`config.mk`:
```
export PLATFORM = sky130hd
export DESIGN_NAME = mplm_queue
export DESIGN_NICKNAME = d
export VERILOG_FILES = /design/src/sv/multi_port_line_merge_fifo_core_defines.svh /design/src/sv/mplm_pkg.sv /design/src/sv/mplm_queue.sv
export SDC_FILE = /design/constraint.sdc
export NUM_CORES = 1
export LEC_CHECK = 0
export BUFFER_PORTS_ARGS = -buffer_cell sky130_fd_sc_hd__buf_2
export CORE_MARGIN = 1
export CORE_UTILIZATION = 30
export CTS_CLUSTER_DIAMETER = 120
export DETAILED_ROUTE_END_ITERATION = 8
export GPL_TIMING_DRIVEN = 0
export HOLD_SLACK_MARGIN = 0.12
export PLACE_DENSITY = 0.55
export SYNTH_ARGS = -nofsm -noshare
export SYNTH_HDL_FRONTEND = slang
export SYNTH_SLANG_ARGS = --single-unit
```
`constraint.sdc`:
```
create_clock -name aclk -period 1.55 [get_ports aclk]
set_input_delay 0.31 -clock aclk [delete_from_list [all_inputs] [get_ports aclk]]
set_output_delay 0.31 -clock aclk [all_outputs]
set_load 0.01 [all_outputs]
```
`src/sv/multi_port_line_merge_fifo_core_defines.svh`:
```
// Assertion macros for the line merge FIFO core.
`ifndef MULTI_PORT_LINE_MERGE_FIFO_CORE_DEFINES_SVH
`define MULTI_PORT_LINE_MERGE_FIFO_CORE_DEFINES_SVH
`ifndef SYNTH
`define MPLM_ASSERT_IMP(lbl, clk, rstn, a, b) \
    lbl: assert property (@(posedge clk) disable iff (!rstn) (a) |-> (b)) \
        else $error("mplm: same-cycle check failed");
`define MPLM_ASSERT_NXT(lbl, clk, rstn, a, b) \
    lbl: assert property (@(posedge clk) disable iff (!rstn) (a) |=> (b)) \
        else $error("mplm: next-cycle check failed");
`else
`define MPLM_ASSERT_IMP(lbl, clk, rstn, a, b)
`define MPLM_ASSERT_NXT(lbl, clk, rstn, a, b)
`endif
`endif

```
`src/sv/mplm_pkg.sv`:
```
// Shared types and constants for the line merge FIFO core.
`timescale 1ns / 1ps
`default_nettype none
package mplm_pkg;

    localparam int DEPTH_DEFAULT = 512;
    localparam int PORTS_DEFAULT = 2;
    localparam int QUEUE_DEPTH   = 2;
    localparam int FREE_W        = 9;

    localparam logic [7:0] CH_CR   = 8'h0D;
    localparam logic [7:0] CH_LF   = 8'h0A;
    localparam logic [7:0] CH_ZERO = 8'h30;

    // command handed from the front end to the back end
    typedef struct packed {
        logic              is_poll;
        logic              accepted;
        logic [7:0]        data;
        logic [FREE_W-1:0] free_space;
    } cmd_t;

endpackage
`default_nettype wire

```
`src/sv/mplm_queue.sv`:
```
// Two-entry command queue between front end and back end.
`timescale 1ns / 1ps
`default_nettype none
module mplm_queue #(
    parameter int W = 8
) (
    input  wire logic         aclk,
    input  wire logic         aresetn,
    input  wire logic         in_push,
    output logic              in_ready,
    input  wire logic [W-1:0] in_data,
    input  wire logic         out_pop,
    output logic              out_valid,
    output logic [W-1:0]      out_data
);
    import mplm_pkg::*;

    localparam int PW = $clog2(QUEUE_DEPTH);
    localparam int CW = $clog2(QUEUE_DEPTH + 1);

    logic [W-1:0]  slot_reg [QUEUE_DEPTH];
    logic [PW-1:0] wr_ptr_reg, wr_ptr_next;
    logic [PW-1:0] rd_ptr_reg, rd_ptr_next;
    logic [CW-1:0] count_reg, count_next;

    assign in_ready  = (count_reg != CW'(QUEUE_DEPTH));
    assign out_valid = (count_reg != '0);
    assign out_data  = slot_reg[rd_ptr_reg];

    always_comb begin
        wr_ptr_next = wr_ptr_reg;
        rd_ptr_next = rd_ptr_reg;
        count_next  = count_reg;
        if (in_push) begin
            wr_ptr_next = (wr_ptr_reg == PW'(QUEUE_DEPTH - 1)) ? '0 : wr_ptr_reg + 1'b1;
        end
        if (out_pop) begin
            rd_ptr_next = (rd_ptr_reg == PW'(QUEUE_DEPTH - 1)) ? '0 : rd_ptr_reg + 1'b1;
        end
        if (in_push && !out_pop) begin
            count_next = count_reg + 1'b1;
        end else if (!in_push && out_pop) begin
            count_next = count_reg - 1'b1;
        end
    end

    always_ff @(posedge aclk) begin
        if (!aresetn) begin
            wr_ptr_reg <= '0;
            rd_ptr_reg <= '0;
            count_reg  <= '0;
        end else begin
            wr_ptr_reg <= wr_ptr_next;
            rd_ptr_reg <= rd_ptr_next;
            count_reg  <= count_next;
        end
    end

    always_ff @(posedge aclk) begin
        if (in_push) begin
            slot_reg[wr_ptr_reg] <= in_data;
        end
    end

endmodule
`default_nettype wire

```
==> qor.txt <==
Die X: 53.5 um
Syn Std Cell Area: 795 um2
Slew Viols, Final: 0
Crit path arrival time: 1.21 ns
Initial Util: 31.8%
WHS Endpoint: slot_reg[0][5]
CTS buffer count: 3
Tot Pwr: 1110 uW
TritonCTS clock tree: yes
Layout area overhead: 32.8%
Die height: 53.5 um
Largest cells by area after synthesis: edfxtp_1, dfxtp_1, mux2_1
Core box area: 0.00250 mm2
Min Clock Period, post-route: 1.52 ns
DRT Pass-1 Iters: 3
RSZ-0062 raised after global routing: true
Largest register FFs: 16
H-tree depth: 1
Remaining antenna violation count: 0
Hold Vio Cnt, Final: 0
Worst-Margin Slew: 0.776 ns
Global-route wire length before repair: 1730 um
Hold_buf cts: 0
Sequential share of the synthesized area: 73.1%
CP Capture Type: output pin
F_max: 659 MHz
Port bufs: 21
Setup violations, final: 0
DR iter-0 viols: 1
Post-synthesis net count: 60
Worst slew margin: 48.1%
CP cell instances: buf_8 -> mux2_4 -> buf_6
Initial antenna violation count: 0
Area after DPL: 937 um2
Filler cell count: 228
Max cap viols: 0
Avg Cell Area, Syn: 16.9 um2
R2R depth: 1
Yosys warns: 0
Number of global-route vias before repair: 417
Wire length per cell: 11.5 um
Final #Nets: 86
Mapped Cells: 47
Clk buf depth: 2
HP Class: in2reg
Clk slew on worst S/H paths: 0.11 ns
Crit-path max FO: 8
Post-route insts no fill: 102
Half-perimeter wire length after placement: 805 um
Cell taking the most area after synthesis: edfxtp_1
Global route overflow: 0
Min-Delay Path Depth: 1
Worst Setup Start Kind: flop
WS Path Type: reg2out
Layout cells sized above 1: 47.2%
Top-area cell type share of the netlist area: 60.5%
Fin area: 0.00105 mm2
Peak supply drop: 0.497 mV
Placed cells: 98
Worst Skew: 0.00366 ns
Reg2reg end: slot_reg[0][2]
Clock sink total: 21
Row count: 18
FF-to-FF Start: wr_ptr_reg
DIE AREA: 0.00286 mm2
Synth unique cells: 16
LEAKAGE: 0.000428 uW
Hold wc startpoint: in_data[5]
Post-route clock period utilization: 97.9%
Clk root buf: clkbuf_4
GP Congestion: 0.566
Worst skew pair latency: 0.29 ns
Via density per instance: 4.33
Largest net degree at the start of global routing: 12
Worst path max stage delay: 0.34 ns
Run status: finished clean
DRC viols: 0
Worst EP required: 1.24 ns
Routed WL: 1170 um
Synth Register Bits: 21
Ant diodes: 0
Worst path slowest cell: dfxtp_2
Power Density: 1050 mW/mm2
R2R setup slack: 0.25 ns
Tot GR Track Use: 8.86%
IO Pins: 22
Vias after detailed routing: 442
-- through the flow --
stage / TNS, ns / hold WS, ns / worst slack, ns / utilization, %
floorplan: 0 / 0.409 / 0.372 / -
global placement: 0 / 0.486 / 0.0880 / 37.5
detailed placement: 0 / 0.500 / 0.0750 / 37.5
CTS: -0.0120 / 0.191 / -0.00437 / 39.0
global route: -0.118 / 0.185 / -0.0212 / 42.2
finish: 0 / 0.199 / 0.0330 / 42.2
-- critical path, delay by kind of cell, from the launching register on --
family	cells	cell delay, ns
buffers and inverters	2	0.26
muxes	1	0.31
DFF	1	0.34
-- how the worst max path moves through the flow --
stage	start	to	cells after the start
global placement	in_push	slot_reg[0][5]	2
global route	flop	out_data[4]	3
floorplan	out_pop	count_reg[1]	4
detailed placement	in_push	slot_reg[0][5]	2
CTS	flop	out_data[0]	3
finish	flop	out_data[4]	3
-- cell type report --
| type | count | area (um2) | share of cell area [%] |
|---|---|---|---|
| timing repair buffer | 21 | 155 | 14.7 |
| tap | 30 | 37.5 | 3.56 |
| multi-input combinational | 24 | 235 | 22.3 |
| buffer | 1 | 15.0 | 1.42 |
| sequential | 21 | 582 | 55.2 |
| clock buffer | 4 | 26.3 | 2.49 |
| inverter | 1 | 3.75 | 0.356 |
-- repair_timing --
action | in CTS | in global routing
buffers inserted | 0 | 0
pin swaps | 0 | 0
hold endpoints to repair | 0 | 0
setup endpoints to repair | 8 | 8
resized for setup | 4 | 16
-- synthesized netlist by cell type --
master     n
and2_1     4
buf_2      1
mux2_1     8
nor2b_1    2
ha_1       1
or2_1      1
dfxtp_1    5
xnor2_1    1
a21boi_1   1
o21a_1     1
inv_1      1
or3_1      1
o21ai_0    1
xor2_1     2
edfxtp_1  16
nand2b_1   1
-- cells in the final DEF, fill, tap and decap left out, drive strengths merged --
cell type  count
inv            1
nor2b          2
xor2           2
xnor2          1
mux2           8
a21boi         1
nand2b         1
buf           22
clkbuf         4
ha             1
dfxtp          5
o21a           1
edfxtp        16
o21ai          1
or3            1
and2           4
or2            1
-- routing by layer --
layer	GRT usage (%)	vias to the layer above	routed length, um
met5	0	-	0
met4	5.26	0	0
met3	2.59	0	67
met2	14.4	16	581
met1	10.1	208	519
li1	-	218	-
-- cells by family after synthesis --
| kind of cell | synth area share [%] |
|---|---|
| AO/OA/AOI/OAI | 2.52 |
| buffers and inverters | 1.10 |
| adder cells (fa/ha/maj) | 1.57 |
| multiplexers | 11.3 |
| AND/OR/NAND/NOR | 7.09 |
| flip-flops | 73.1 |
| XOR/XNOR | 3.31 |
-- power breakdown --
| group | leakage, uW | internal (uW) | switching [uW] |
|---|---|---|---|
| sequential | 0.000192 | 645 | 16.4 |
| clock | 0.0000150 | 100 | 147 |
| combinational | 0.000221 | 121 | 80.4 |
| total | 0.000428 | 866 | 244 |
No activity file was read; power rests on OpenSTA's default activity.
