<file path="config.mk">
export PLATFORM = sky130hd
export DESIGN_NAME = mplm_front
export DESIGN_NICKNAME = d
export VERILOG_FILES = /design/src/sv/multi_port_line_merge_fifo_core_defines.svh /design/src/sv/mplm_pkg.sv /design/src/sv/mplm_front.sv
export SDC_FILE = /design/constraint.sdc
export NUM_CORES = 1
export LEC_CHECK = 0
export BUFFER_PORTS_ARGS = -buffer_cell sky130_fd_sc_hd__buf_2
export CORE_ASPECT_RATIO = 1.1
export CORE_MARGIN = 1.5
export CORE_UTILIZATION = 50
export DETAILED_ROUTE_END_ITERATION = 8
export PLACE_DENSITY = 0.75
export SETUP_SLACK_MARGIN = 0.2
export SLEW_MARGIN = 10
export SYNTH_ARGS = -nofsm -noshare
export SYNTH_HDL_FRONTEND = slang
export SYNTH_SLANG_ARGS = --single-unit
export TNS_END_PERCENT = 30
</file>
<file path="constraint.sdc">
create_clock -name aclk -period 10.72 [get_ports aclk]
set_input_delay 2.144 -clock aclk [delete_from_list [all_inputs] [get_ports aclk]]
set_output_delay 2.144 -clock aclk [all_outputs]
set_load 0.005 [all_outputs]
</file>
<file path="src/sv/multi_port_line_merge_fifo_core_defines.svh">
// Assertion macros for the line merge FIFO core.
`ifndef MULTI_PORT_LINE_MERGE_FIFO_CORE_DEFINES_SVH
`define MULTI_PORT_LINE_MERGE_FIFO_CORE_DEFINES_SVH
`ifndef SYNTH
`define MPLM_ASSERT_IMP(lbl, clk, rstn, a, b) \
    lbl: assert property (@(posedge clk) disable iff (!rstn) (a) |-> (b)) \
        else $error("mplm: same-cycle check failed");
`define MPLM_ASSERT_NXT(lbl, clk, rstn, a, b) \
    lbl: assert property (@(posedge clk) disable iff (!rstn) (a) |=> (b)) \
        else $error("mplm: next-cycle check failed");
`else
`define MPLM_ASSERT_IMP(lbl, clk, rstn, a, b)
`define MPLM_ASSERT_NXT(lbl, clk, rstn, a, b)
`endif
`endif

</file>
<file path="src/sv/mplm_pkg.sv">
// Shared types and constants for the line merge FIFO core.
`timescale 1ns / 1ps
`default_nettype none
package mplm_pkg;

    localparam int DEPTH_DEFAULT = 512;
    localparam int PORTS_DEFAULT = 2;
    localparam int QUEUE_DEPTH   = 2;
    localparam int FREE_W        = 9;

    localparam logic [7:0] CH_CR   = 8'h0D;
    localparam logic [7:0] CH_LF   = 8'h0A;
    localparam logic [7:0] CH_ZERO = 8'h30;

    // command handed from the front end to the back end
    typedef struct packed {
        logic              is_poll;
        logic              accepted;
        logic [7:0]        data;
        logic [FREE_W-1:0] free_space;
    } cmd_t;

endpackage
`default_nettype wire

</file>
<file path="src/sv/mplm_front.sv">
// Front end: accepts transactions, owns the ring pointers, issues commands.
`timescale 1ns / 1ps
`default_nettype none
module mplm_front #(
    parameter int DEPTH = mplm_pkg::DEPTH_DEFAULT,
    parameter int PORTS = mplm_pkg::PORTS_DEFAULT,
    localparam int IW = $clog2(DEPTH),
    localparam int PW = $clog2(PORTS),
    localparam int AW = PW + IW
) (
    input  wire logic          aclk,
    input  wire logic          aresetn,
    input  wire logic          s_tvalid,
    output logic               s_tready,
    input  wire logic [1:0]    s_tuser,   // [0] req_type, [1] port
    input  wire logic [7:0]    s_tdata,   // [7:0] data
    input  wire logic          q_in_ready,
    output logic               q_push,
    output mplm_pkg::cmd_t     q_cmd,
    output logic [AW-1:0]      q_addr,
    input  wire logic [PW-1:0] poll_port,
    input  wire logic          poll_done,
    output logic               poll_pending
);
    import mplm_pkg::*;

    localparam logic [IW-1:0] LAST_IDX = IW'(DEPTH - 1);
    localparam logic [IW:0]   DEPTH_W  = (IW + 1)'(DEPTH);
    localparam logic [IW:0]   DEPTH_M1 = (IW + 1)'(DEPTH - 1);

    logic [IW-1:0] wr_idx_reg [PORTS];
    logic [IW-1:0] wr_idx_next [PORTS];
    logic [IW-1:0] rd_idx_reg [PORTS];
    logic [IW-1:0] rd_idx_next [PORTS];
    logic          poll_pending_reg, poll_pending_next;

    logic          is_poll, fire, acc;
    logic [PW-1:0] sel;
    logic [IW-1:0] cur_w, cur_r, w_new, r_new, w_inc, r_inc;

    function automatic logic [IW-1:0] next_slot(input logic [IW-1:0] i);
        return (i == LAST_IDX) ? '0 : i + 1'b1;
    endfunction

    function automatic logic [FREE_W-1:0] free_of(input logic [IW-1:0] w,
                                                 input logic [IW-1:0] r);
        logic [IW:0] used;
        used = (w >= r) ? ({1'b0, w} - {1'b0, r}) : ({1'b0, w} + DEPTH_W - {1'b0, r});
        return FREE_W'(DEPTH_M1 - used);
    endfunction

    assign is_poll      = s_tuser[0];
    // one poll in flight at a time: the next poll needs the rotated port
    assign s_tready     = q_in_ready && !poll_pending_reg;
    assign fire         = s_tvalid && s_tready;
    assign q_push       = fire;
    assign poll_pending = poll_pending_reg;

    always_comb begin
        sel   = is_poll ? poll_port : PW'(s_tuser[1]);
        cur_w = wr_idx_reg[sel];
        cur_r = rd_idx_reg[sel];
        w_inc = next_slot(cur_w);
        r_inc = next_slot(cur_r);
        w_new = cur_w;
        r_new = cur_r;
        if (is_poll) begin
            acc    = (cur_w != cur_r);
            r_new  = acc ? r_inc : cur_r;
            q_addr = {sel, cur_r};
        end else begin
            acc    = (w_inc != cur_r);
            w_new  = acc ? w_inc : cur_w;
            q_addr = {sel, cur_w};
        end
        q_cmd.is_poll    = is_poll;
        q_cmd.accepted   = acc;
        q_cmd.data       = s_tdata;
        q_cmd.free_space = free_of(w_new, r_new);

        wr_idx_next = wr_idx_reg;
        rd_idx_next = rd_idx_reg;
        if (fire) begin
            wr_idx_next[sel] = w_new;
            rd_idx_next[sel] = r_new;
        end

        poll_pending_next = poll_pending_reg;
        if (fire && is_poll) begin
            poll_pending_next = 1'b1;
        end else if (poll_done) begin
            poll_pending_next = 1'b0;
        end
    end

    always_ff @(posedge aclk) begin
        if (!aresetn) begin
            for (int i = 0; i < PORTS; i++) begin
                wr_idx_reg[i] <= '0;
                rd_idx_reg[i] <= '0;
            end
            poll_pending_reg <= 1'b0;
        end else begin
            wr_idx_reg       <= wr_idx_next;
            rd_idx_reg       <= rd_idx_next;
            poll_pending_reg <= poll_pending_next;
        end
    end

endmodule
`default_nettype wire

</file>
==> results of run 1 <==
layout by cell type (no fill, tap or decap), drive strengths merged, types with 11 or more instances in the layout:
| cell | synthesis | routed |
|---|---|---|
| inv | 17 | 17 |
| nand2 | 40 | 40 |
| xor2 | 21 | 21 |
| nor3 | 16 | 16 |
| o21ai | 17 | 17 |
| mux2i | 23 | 23 |
| a21oi | 31 | 31 |
| nand3 | 25 | 25 |
| dfxtp | 37 | 37 |
| a211oi | 26 | 26 |
| buf | 15 | 37 |
| nand4 | 11 | 11 |
| nor2 | 64 | 64 |
stage by stage:
step	setup WS, ns	hold WS [ns]	std cells	instance area (µm²)
final	0.7273	0.5066	549	3577
after global placement	0.9118	0.4930	543	3503
after global routing	0.2900	0.5221	549	3577
after floorplan	0.9716	0.4777	463	3386
after detailed placement	0.7703	0.4955	543	3503
after CTS	0.7843	0.5055	549	3577
power groups by stage:
stage | Sequential [µW] | Clock [µW] | Combinational (µW)
global placement | 158 | 0 | 189
finish | 156 | 91.5 | 194
global route | 156 | 97.9 | 214
CTS | 155 | 91.7 | 193
detailed placement | 158 | 0 | 192
floorplan | 152 | 0 | 143
final timing paths:
check,from,endpoint,depth (start not counted)
worst max register to register,wr_idx_reg[3],wr_idx_reg[16],16
worst min register to register,rd_idx_reg[17],rd_idx_reg[17],2
worst max-delay path,s_tuser[0],q_cmd[8],22
worst min-delay path,rd_idx_reg[17],rd_idx_reg[17],2
metal layers:
layer | vias up | global-route usage
li1 | 1664 | -
met1 | 1609 | 0.3853
met2 | 188 | 0.4245
met3 | 39 | 0.04184
met4 | 0 | 0.1803
met5 | - | 0
cell type report:
type,count,share of cell area
Tap cell,82,0.02868
Multi-Input combinational cell,369,0.6681
Clock inverter,1,0.001399
Inverter,18,0.01959
Timing Repair Buffer,37,0.05596
Clock buffer,5,0.01924
Sequential cell,37,0.2071
kinds of logic (layout without fill, tap and decap cells):
group	after synthesis	in the layout	share of synthesized area
simple gates	194	194	0.2757
compound gates	108	108	0.2228
buf+inv	57	61	0.07687
flops	37	37	0.2188
xor+xnor	28	28	0.07243
mux	28	28	0.09054
fa+ha+maj	11	11	0.04287
worst max-delay path, cell delays in order:
cell and delay [ns]:
buf_2 0.37, mux2i_4 0.44, mux2_2 0.41, ha_1 0.32, nand2_1 0.10, nor3_1 0.05
ha_1 0.28, or3b_2 0.49, a21oi_1 0.22, o21a_1 0.16, o2111ai_1 0.12, a221oi_2 0.31
a21oi_2 0.19, o21ai_0 0.35, inv_1 0.16, fa_1 0.42, or2_2 0.31, a41oi_1 0.39
nand3_1 0.19, nand4_1 0.11, nor3b_1 0.16, buf_2 0.13
==> impl_metrics.tcl, run 1 <==
set metrics [dict create \
    maxCapViolCount 0 \
    drt_wl_total_um 10070 \
    die_h_um 89.31 \
    nFillCells 634 \
    p_per_area_nw_per_um2 123.5 \
    route.met3.wl_um 802 \
    yosys-top-cells-count "nor2_1 (64), nand2_1 (40), dfxtp_1 (37)" \
    swShare 0.3925 \
    tightestPinTransition_ns 0.7595 \
    top_layer "met4" \
    grt_setup_unrepaired "false" \
    clkTransAtPathRegs_ns 0.07 \
    fin_crit_sh 0.9322 \
    yosysTopAreaCellShare 0.2188 \
    seqCellArea_um2 740.7 \
    htreeDepth 2 \
    drc 0 \
    status "finished clean" \
    syn_to_final_growth_pct 5.654 \
    critPathRequiredTime_ns 8.58 \
    cts_sinks 37 \
    start_util 0.5165 \
    finClkSkew_ns 0.006194 \
    portBuffers 31 \
    die_area_um2 7275 \
    synth_cell_types 58 \
    avgSynthCellArea_um2 7.313 \
    syn_area_um2 3386 \
    finalSetupTns_ns 0 \
    cts_made_buffers 5 \
    irDropWorstVdd_v 0.00008705 \
    total_power_uw 441.6 \
    clk_latency_ns 0.29 \
    multi_input_area_um2 2390 \
    fmax_mhz 100.1 \
    synth_edf_count 0 \
    hold_path_class "register to register" \
    p_switching_uw 173.3 \
    track_usage 0.2856 \
    maxSlewViolCount 0 \
    grt_pass1_vias 3075 \
    ys_async_sr_fraction 0 \
    post-cts-setup-buffer-count 0 \
    finish.utilization 0.5457 \
    pwr-share-comb 0.440 \
    drive_above_1_share 0.1499 \
    r2r_slack_ns 6.68 \
    vias 3500 \
    ant_nets 0 \
    leakagePower_uw 0.001519 \
    seq_area_frac_synth 0.2188 \
    synthFlopType "dfxtp_1" \
    antenna_found_initial 0 \
    hold_buffers 0 \
    synth_top_cell_by_area "dfxtp_1" \
    cts_tree "built" \
    wl_met1_um 4288 \
    viasPerCell 6.375 \
    final-setup-viol-count 0 \
    worstPathArrival_ns 7.85 \
    synth_most_common_cell "nor2_1" \
    core_um2 6555 \
    p_int_uw 268.3 \
    grt_first_pass_wirelength_um 15630 \
    finalHoldViolations 0 \
    first_pass_iters 5 \
    route.met2.wl_um 4419 \
    cts-root-buf "clkbuf_8" \
    synth_fp_nets 490 \
    clockBufferDepth 2 \
    layout_min_cycle_time_ns 9.993 \
    cp-end-kind "output pin" \
    synthCells 463 \
    ys_seq_elements 37 \
    dp_hpwl_um 7668 \
    crit_fanout 22 \
    relSlewSlack 0.4937 \
    die_w_um 81.46 \
    cts_resized 0 \
    grt_max_degree 38 \
    diodes 0 \
    yosysWarnings 0 \
    synth.area.top_cells "dfxtp_1 (22%), nor2_1 (7.1%), mux2i_1 (5.9%)" \
    crit_type "input pin to output pin" \
    gp_congestion 0.9484 \
    wl_per_cell_um 18.35 \
    fin_nets 495 \
    boundaryPins 48 \
    drt-initial-drc-count 394 \
    start_kind "input pin" \
    grt_overflow 0 \
    seq_power_share 0.352 \
    clkPwrFrac 0.207 \
    core.rowCount 31 \
]
No activity file was read; power rests on OpenSTA's default activity.
==> run 2, diff against run 1 <==
--- a/config.mk
+++ b/config.mk
@@ -10,7 +10,7 @@
 export CORE_MARGIN = 1.5
 export CORE_UTILIZATION = 50
 export DETAILED_ROUTE_END_ITERATION = 8
-export PLACE_DENSITY = 0.75
+export PLACE_DENSITY_LB_ADDON = 0.08
 export SETUP_SLACK_MARGIN = 0.2
 export SLEW_MARGIN = 10
 export SYNTH_ARGS = -nofsm -noshare
==> run 2 against run 1 <==
  * Via count decreased by 3.1%
  * Global-route usage increased by 0.67 points
  * Critical path depth unchanged
  * Critical path type unchanged
  * Power increased by 12%
  * Combinational power about the same
  * Count of clock-buffer cells in the layout unchanged
  * Die area unchanged
==> impl_metrics.tcl, run 2 (synthesis results as in run 1) <==
set metrics [dict create \
    p_per_area_nw_per_um2 136.0 \
    clkTransAtPathRegs_ns 0.07 \
    r2r_slack_ns 6.64 \
    clockBufferDepth 2 \
    finalSetupTns_ns 0 \
    finalHoldViolations 0 \
    portBuffers 31 \
    grt_max_degree 38 \
    relSlewSlack 0.4401 \
    clk_latency_ns 0.29 \
    start_util 0.5165 \
    antenna_found_initial 0 \
    reg2reg_to "wr_idx_reg[16]" \
    crit_type "input pin to output pin" \
    fmax_mhz 101.9 \
    worstPathArrival_ns 7.67 \
    grt_first_pass_wirelength_um 15940 \
    worst_r2r_path_depth 16 \
    fin_crit_sh 0.9157 \
    cp-end-kind "output pin" \
    irDropWorstVdd_v 0.00007282 \
    hold_path_depth 2 \
    cts_resized 0 \
    hold_path_class "register to register" \
    hold_start "rd_idx_reg[17]" \
    layout_min_cycle_time_ns 9.817 \
    crit_fanout 14 \
    vias 3390 \
    mostFrequentLayoutCell "nor2_1" \
    cts_sinks 37 \
    grt_setup_unrepaired "false" \
    maxCapViolCount 0 \
    grt_overflow 0 \
    fin_nets 496 \
    timing.rr.start "wr_idx_reg[3]" \
    tightestPinTransition_ns 0.8165 \
    cts-root-buf "clkbuf_8" \
    diodes 0 \
    first_pass_iters 5 \
    cts_made_buffers 5 \
    boundaryPins 48 \
    die_area_um2 7275 \
    die_w_um 81.46 \
    syn_to_final_growth_pct 7.650 \
    die_h_um 89.31 \
    core_um2 6555 \
    dp_hpwl_um 7732 \
    finClkSkew_ns 0.007976 \
    ant_nets 0 \
    hold_buffers 0 \
    status "finished clean" \
    leakagePower_uw 0.001553 \
    drt_wl_total_um 10050 \
    htreeDepth 2 \
    wl_per_cell_um 18.20 \
    drt-initial-drc-count 269 \
    drc 0 \
    layout_common_cells "nor2_1 (62), nand2_1 (40), dfxtp_1 (37)" \
    cts_tree "built" \
    final-setup-viol-count 0 \
    drive_above_1_share 0.1553 \
    viasPerCell 6.141 \
    maxSlewViolCount 0 \
    grt_pass1_vias 3026 \
    total_power_uw 495.8 \
    track_usage 0.2923 \
    holdPathEnd "rd_idx_reg[17]" \
    start_kind "input pin" \
    critPathRequiredTime_ns 8.58 \
    gp_congestion 0.9155 \
    nFillCells 654 \
    core.rowCount 31 \
    post-cts-setup-buffer-count 0 \
]
[run 2: cell types whose count changed in the layout (fill, tap and decap cells not counted)]
cell / previous run / this run
buf_4: 6 / 7
bufinv_16: 0 / 2
[run 2: power breakdown]
group	internal (µW)	switching (µW)
registers	144	11.3
logic	82.0	113
clock network	92.5	53.2
total	319	177
[run 2: final cells by class]
type / instances / area (µm²) / share of cell area
multi-input combinational: 369 / 2390 / 0.6557
sequential: 37 / 740.7 / 0.2032
timing repair buffer: 38 / 207.7 / 0.05699
tap: 82 / 102.6 / 0.02815
inverter: 18 / 70.07 / 0.01922
clock buffer: 5 / 68.82 / 0.01888
clock inverter: 3 / 65.06 / 0.01785
[run 2: layer usage]
metal  global-route usage  vias to the layer above  part of all wire
met5                    0                        -                 0
met1               0.4054                     1602              0.48
met4               0.1066                        0             0.027
met2               0.4583                      103              0.45
li1                     -                     1666                 -
met3              0.04286                       19             0.044
[run 2: worst max-delay path by stage]
stage / endpoint / start / depth (start not counted) / slack (ns)
2_1_floorplan: q_cmd[8] / s_tuser[0] / 26 / 0.97
3_3_place_gp: q_cmd[8] / s_tuser[0] / 25 / 1.12
3_5_place_dp: q_cmd[8] / s_tuser[0] / 22 / 0.93
4_1_cts: q_cmd[8] / s_tuser[0] / 22 / 0.93
5_1_grt: q_cmd[8] / s_tuser[0] / 23 / 0.42
6_report: q_cmd[8] / s_tuser[0] / 22 / 0.90
[run 2: per-stage QoR]
step                instance area, µm²  setup slack (ns)  hold WS (ns)    util  std cells
finish                            3645            0.9032        0.5116  0.5560        552
global route                      3645            0.4218        0.5462  0.5560        552
CTS                               3645            0.9267        0.5131  0.5560        552
detailed placement                3511            0.9322        0.5021  0.5356        544
global placement                  3511             1.121        0.4948  0.5356        544
floorplan                         3386            0.9716        0.4777       -        463
[run 2: worst max-delay path, cell delays in order]
cell,delay (ns)
buf_2,0.12
mux2i_4,0.58
mux2_2,0.45
ha_1,0.31
nand2_1,0.10
nor3_1,0.05
ha_1,0.27
or3b_2,0.46
a21oi_1,0.22
o21a_1,0.15
o2111ai_1,0.12
a221oi_2,0.34
a21oi_2,0.14
o21ai_0,0.31
inv_1,0.14
fa_1,0.45
or2_2,0.32
a41oi_1,0.38
nand3_1,0.20
nand4_1,0.11
nor3b_1,0.16
buf_2,0.13
==> run 3, diff against run 2 <==
--- a/config.mk
+++ b/config.mk
@@ -10,6 +10,7 @@
 export CORE_MARGIN = 1.5
 export CORE_UTILIZATION = 50
 export DETAILED_ROUTE_END_ITERATION = 8
+export GPL_ROUTABILITY_DRIVEN = 0
 export PLACE_DENSITY_LB_ADDON = 0.08
 export SETUP_SLACK_MARGIN = 0.2
 export SLEW_MARGIN = 10
==> constraint.sdc (replaced) <==
create_clock -name aclk -period 10.65 [get_ports aclk]
set_input_delay 2.13 -clock aclk [delete_from_list [all_inputs] [get_ports aclk]]
set_output_delay 2.13 -clock aclk [all_outputs]
set_load 0.005 [all_outputs]
==> run 3 against run 2 <==
  * Die area did not move
  * Global-route usage rose by 0.27 points
  * Sequential power hardly changed
  * Non-clock buffer count is 1 higher
  * Setup slack got worse by 0.23 ns
  * Hold slack gained 0.0042 ns
  * Power fell by 8.0%
  * Sequential cell count stayed put
  * Critical endpoint unchanged
==> impl_metrics.tcl, run 3 (synthesis results as in run 1) <==
set metrics [dict create \
    irDropWorstVdd_v 0.00007373 \
    die_area_um2 7275 \
    mostFrequentLayoutCell "nor2_1" \
    clockBufferDepth 2 \
    drive_above_1_share 0.1532 \
    swShare 0.3867 \
    total_power_uw 456.2 \
    hold_path_class "register to register" \
    antenna_found_initial 0 \
    layout_min_cycle_time_ns 9.981 \
    hold_start "rd_idx_reg[17]" \
    track_usage 0.2951 \
    seq_power_share 0.343 \
    cp-end-kind "output pin" \
    drt-initial-drc-count 220 \
    nFillCells 674 \
    cts_resized 0 \
    placed_cells 543 \
    finalSetupTns_ns 0 \
    layout_common_cells "nor2_1 (62), nand2_1 (40), dfxtp_1 (37)" \
    diodes 0 \
    crit_fanout 22 \
    status "finished clean" \
    final_cells 552 \
    p_int_uw 279.8 \
    clk_latency_ns 0.30 \
    leakagePower_uw 0.001538 \
    drt_wl_total_um 10350 \
    route.met2.wl_um 4560 \
    start_kind "input pin" \
    fin_crit_sh 0.9372 \
    critPathRequiredTime_ns 8.52 \
    cts_sinks 37 \
    fmax_mhz 100.2 \
    core.rowCount 31 \
    vias 3465 \
    maxSlewViolCount 0 \
    top_layer "met4" \
    timing.rr.start "wr_idx_reg[13]" \
    core_um2 6555 \
    htreeDepth 2 \
    cts_made_buffers 5 \
    first_pass_iters 7 \
    hold_ws_ns 0.5158 \
    grt_pass1_vias 3098 \
    finClkSkew_ns 0.007063 \
    grt_max_degree 38 \
    grt_overflow 0 \
    crit_type "input pin to output pin" \
    wl_met1_um 4583 \
    worstPathArrival_ns 7.85 \
    viasPerCell 6.277 \
    cts_tree "built" \
    tightestPinTransition_ns 0.6874 \
    p_per_area_nw_per_um2 126.1 \
    fin_nets 497 \
    pwr-share-comb 0.432 \
    drc 0 \
    portBuffers 31 \
    hold_buffers 0 \
    startpoint "s_tuser[0]" \
    clkPwrFrac 0.225 \
    post-cts-setup-buffer-count 0 \
    boundaryPins 48 \
    maxCapViolCount 0 \
    start_util 0.5165 \
    route.met3.wl_um 786 \
    relSlewSlack 0.5286 \
    dp_hpwl_um 7787 \
    p_switching_uw 176.4 \
    multi_input_area_um2 2390 \
    die_h_um 89.31 \
    final-setup-viol-count 0 \
    seqCellArea_um2 740.7 \
    cts-root-buf "clkbuf_8" \
    clkTransAtPathRegs_ns 0.07 \
    grt_setup_unrepaired "false" \
    die_w_um 81.46 \
    syn_to_final_growth_pct 6.837 \
    ant_nets 0 \
    wl_per_cell_um 18.76 \
    finalHoldViolations 0 \
    grt_first_pass_wirelength_um 16020 \
]
[run 3: changes by cell type in the layout (fill, tap and decap cells not counted)]
| cell | before | now |
|---|---|---|
| bufinv_16 | 2 | 0 |
| clkbuf_1 | 0 | 1 |
| clkinv_2 | 1 | 0 |
| clkbuf_8 | 5 | 6 |
| buf_12 | 0 | 1 |
[run 3: area by class of cell]
class | count | area share
Inverter | 18 | 0.01937
Clock buffer | 7 | 0.02387
Tap cell | 82 | 0.02836
Multi-Input combinational cell | 369 | 0.6607
Sequential cell | 37 | 0.2048
Timing Repair Buffer | 39 | 0.06295
[run 3: stage by stage]
| step | setup WS [ns] | instance area (µm²) | util |
|---|---|---|---|
| global route | 0.2736 | 3617 | 0.5518 |
| finish | 0.6691 | 3617 | 0.5518 |
| global placement | 0.8820 | 3503 | 0.5345 |
| CTS | 0.6732 | 3590 | 0.5476 |
| detailed placement | 0.6818 | 3503 | 0.5345 |
| floorplan | 0.9296 | 3386 | - |
[run 3: power groups by stage]
stage          Clock (µW)  Combinational (µW)  Sequential, µW
6_report              103                 197             157
5_1_grt               109                 217             157
4_1_cts               104                 194             156
3_5_place_dp            0                 192             159
3_3_place_gp            0                 191             159
2_1_floorplan           0                 143             153
[run 3: critical path: stages]
cell and delay [ns]:
buf_2 0.39, mux2i_4 0.37, buf_12 0.16, mux2_2 0.37, ha_1 0.32, nand2_1 0.10
nor3_1 0.06, ha_1 0.28, or3b_2 0.48, a21oi_1 0.21, nor3_1 0.07, o2111ai_1 0.24
a221oi_2 0.09, a21oi_2 0.22, buf_4 0.24, nand2_1 0.08, o21ai_0 0.15, inv_1 0.16
fa_1 0.43, or2_2 0.32, a41oi_1 0.35, nand3_1 0.19, nand4_1 0.11, nor3b_1 0.17
buf_2 0.14
[run 3: layer usage]
layer  up-vias  GRT usage
met1      1599     0.3977
met5         -          0
met3        34    0.05000
met4         0     0.1395
li1       1671          -
met2       161     0.4560
[run 3: path summary, 6_finish.rpt]
path | to | slack (ns) | cells past startpoint
hold / removal | rd_idx_reg[17] | 0.52 | 2
setup reg to reg | wr_idx_reg[7] | 6.43 | 16
hold reg to reg | rd_idx_reg[17] | 0.52 | 2
setup / recovery | q_cmd[8] | 0.67 | 25
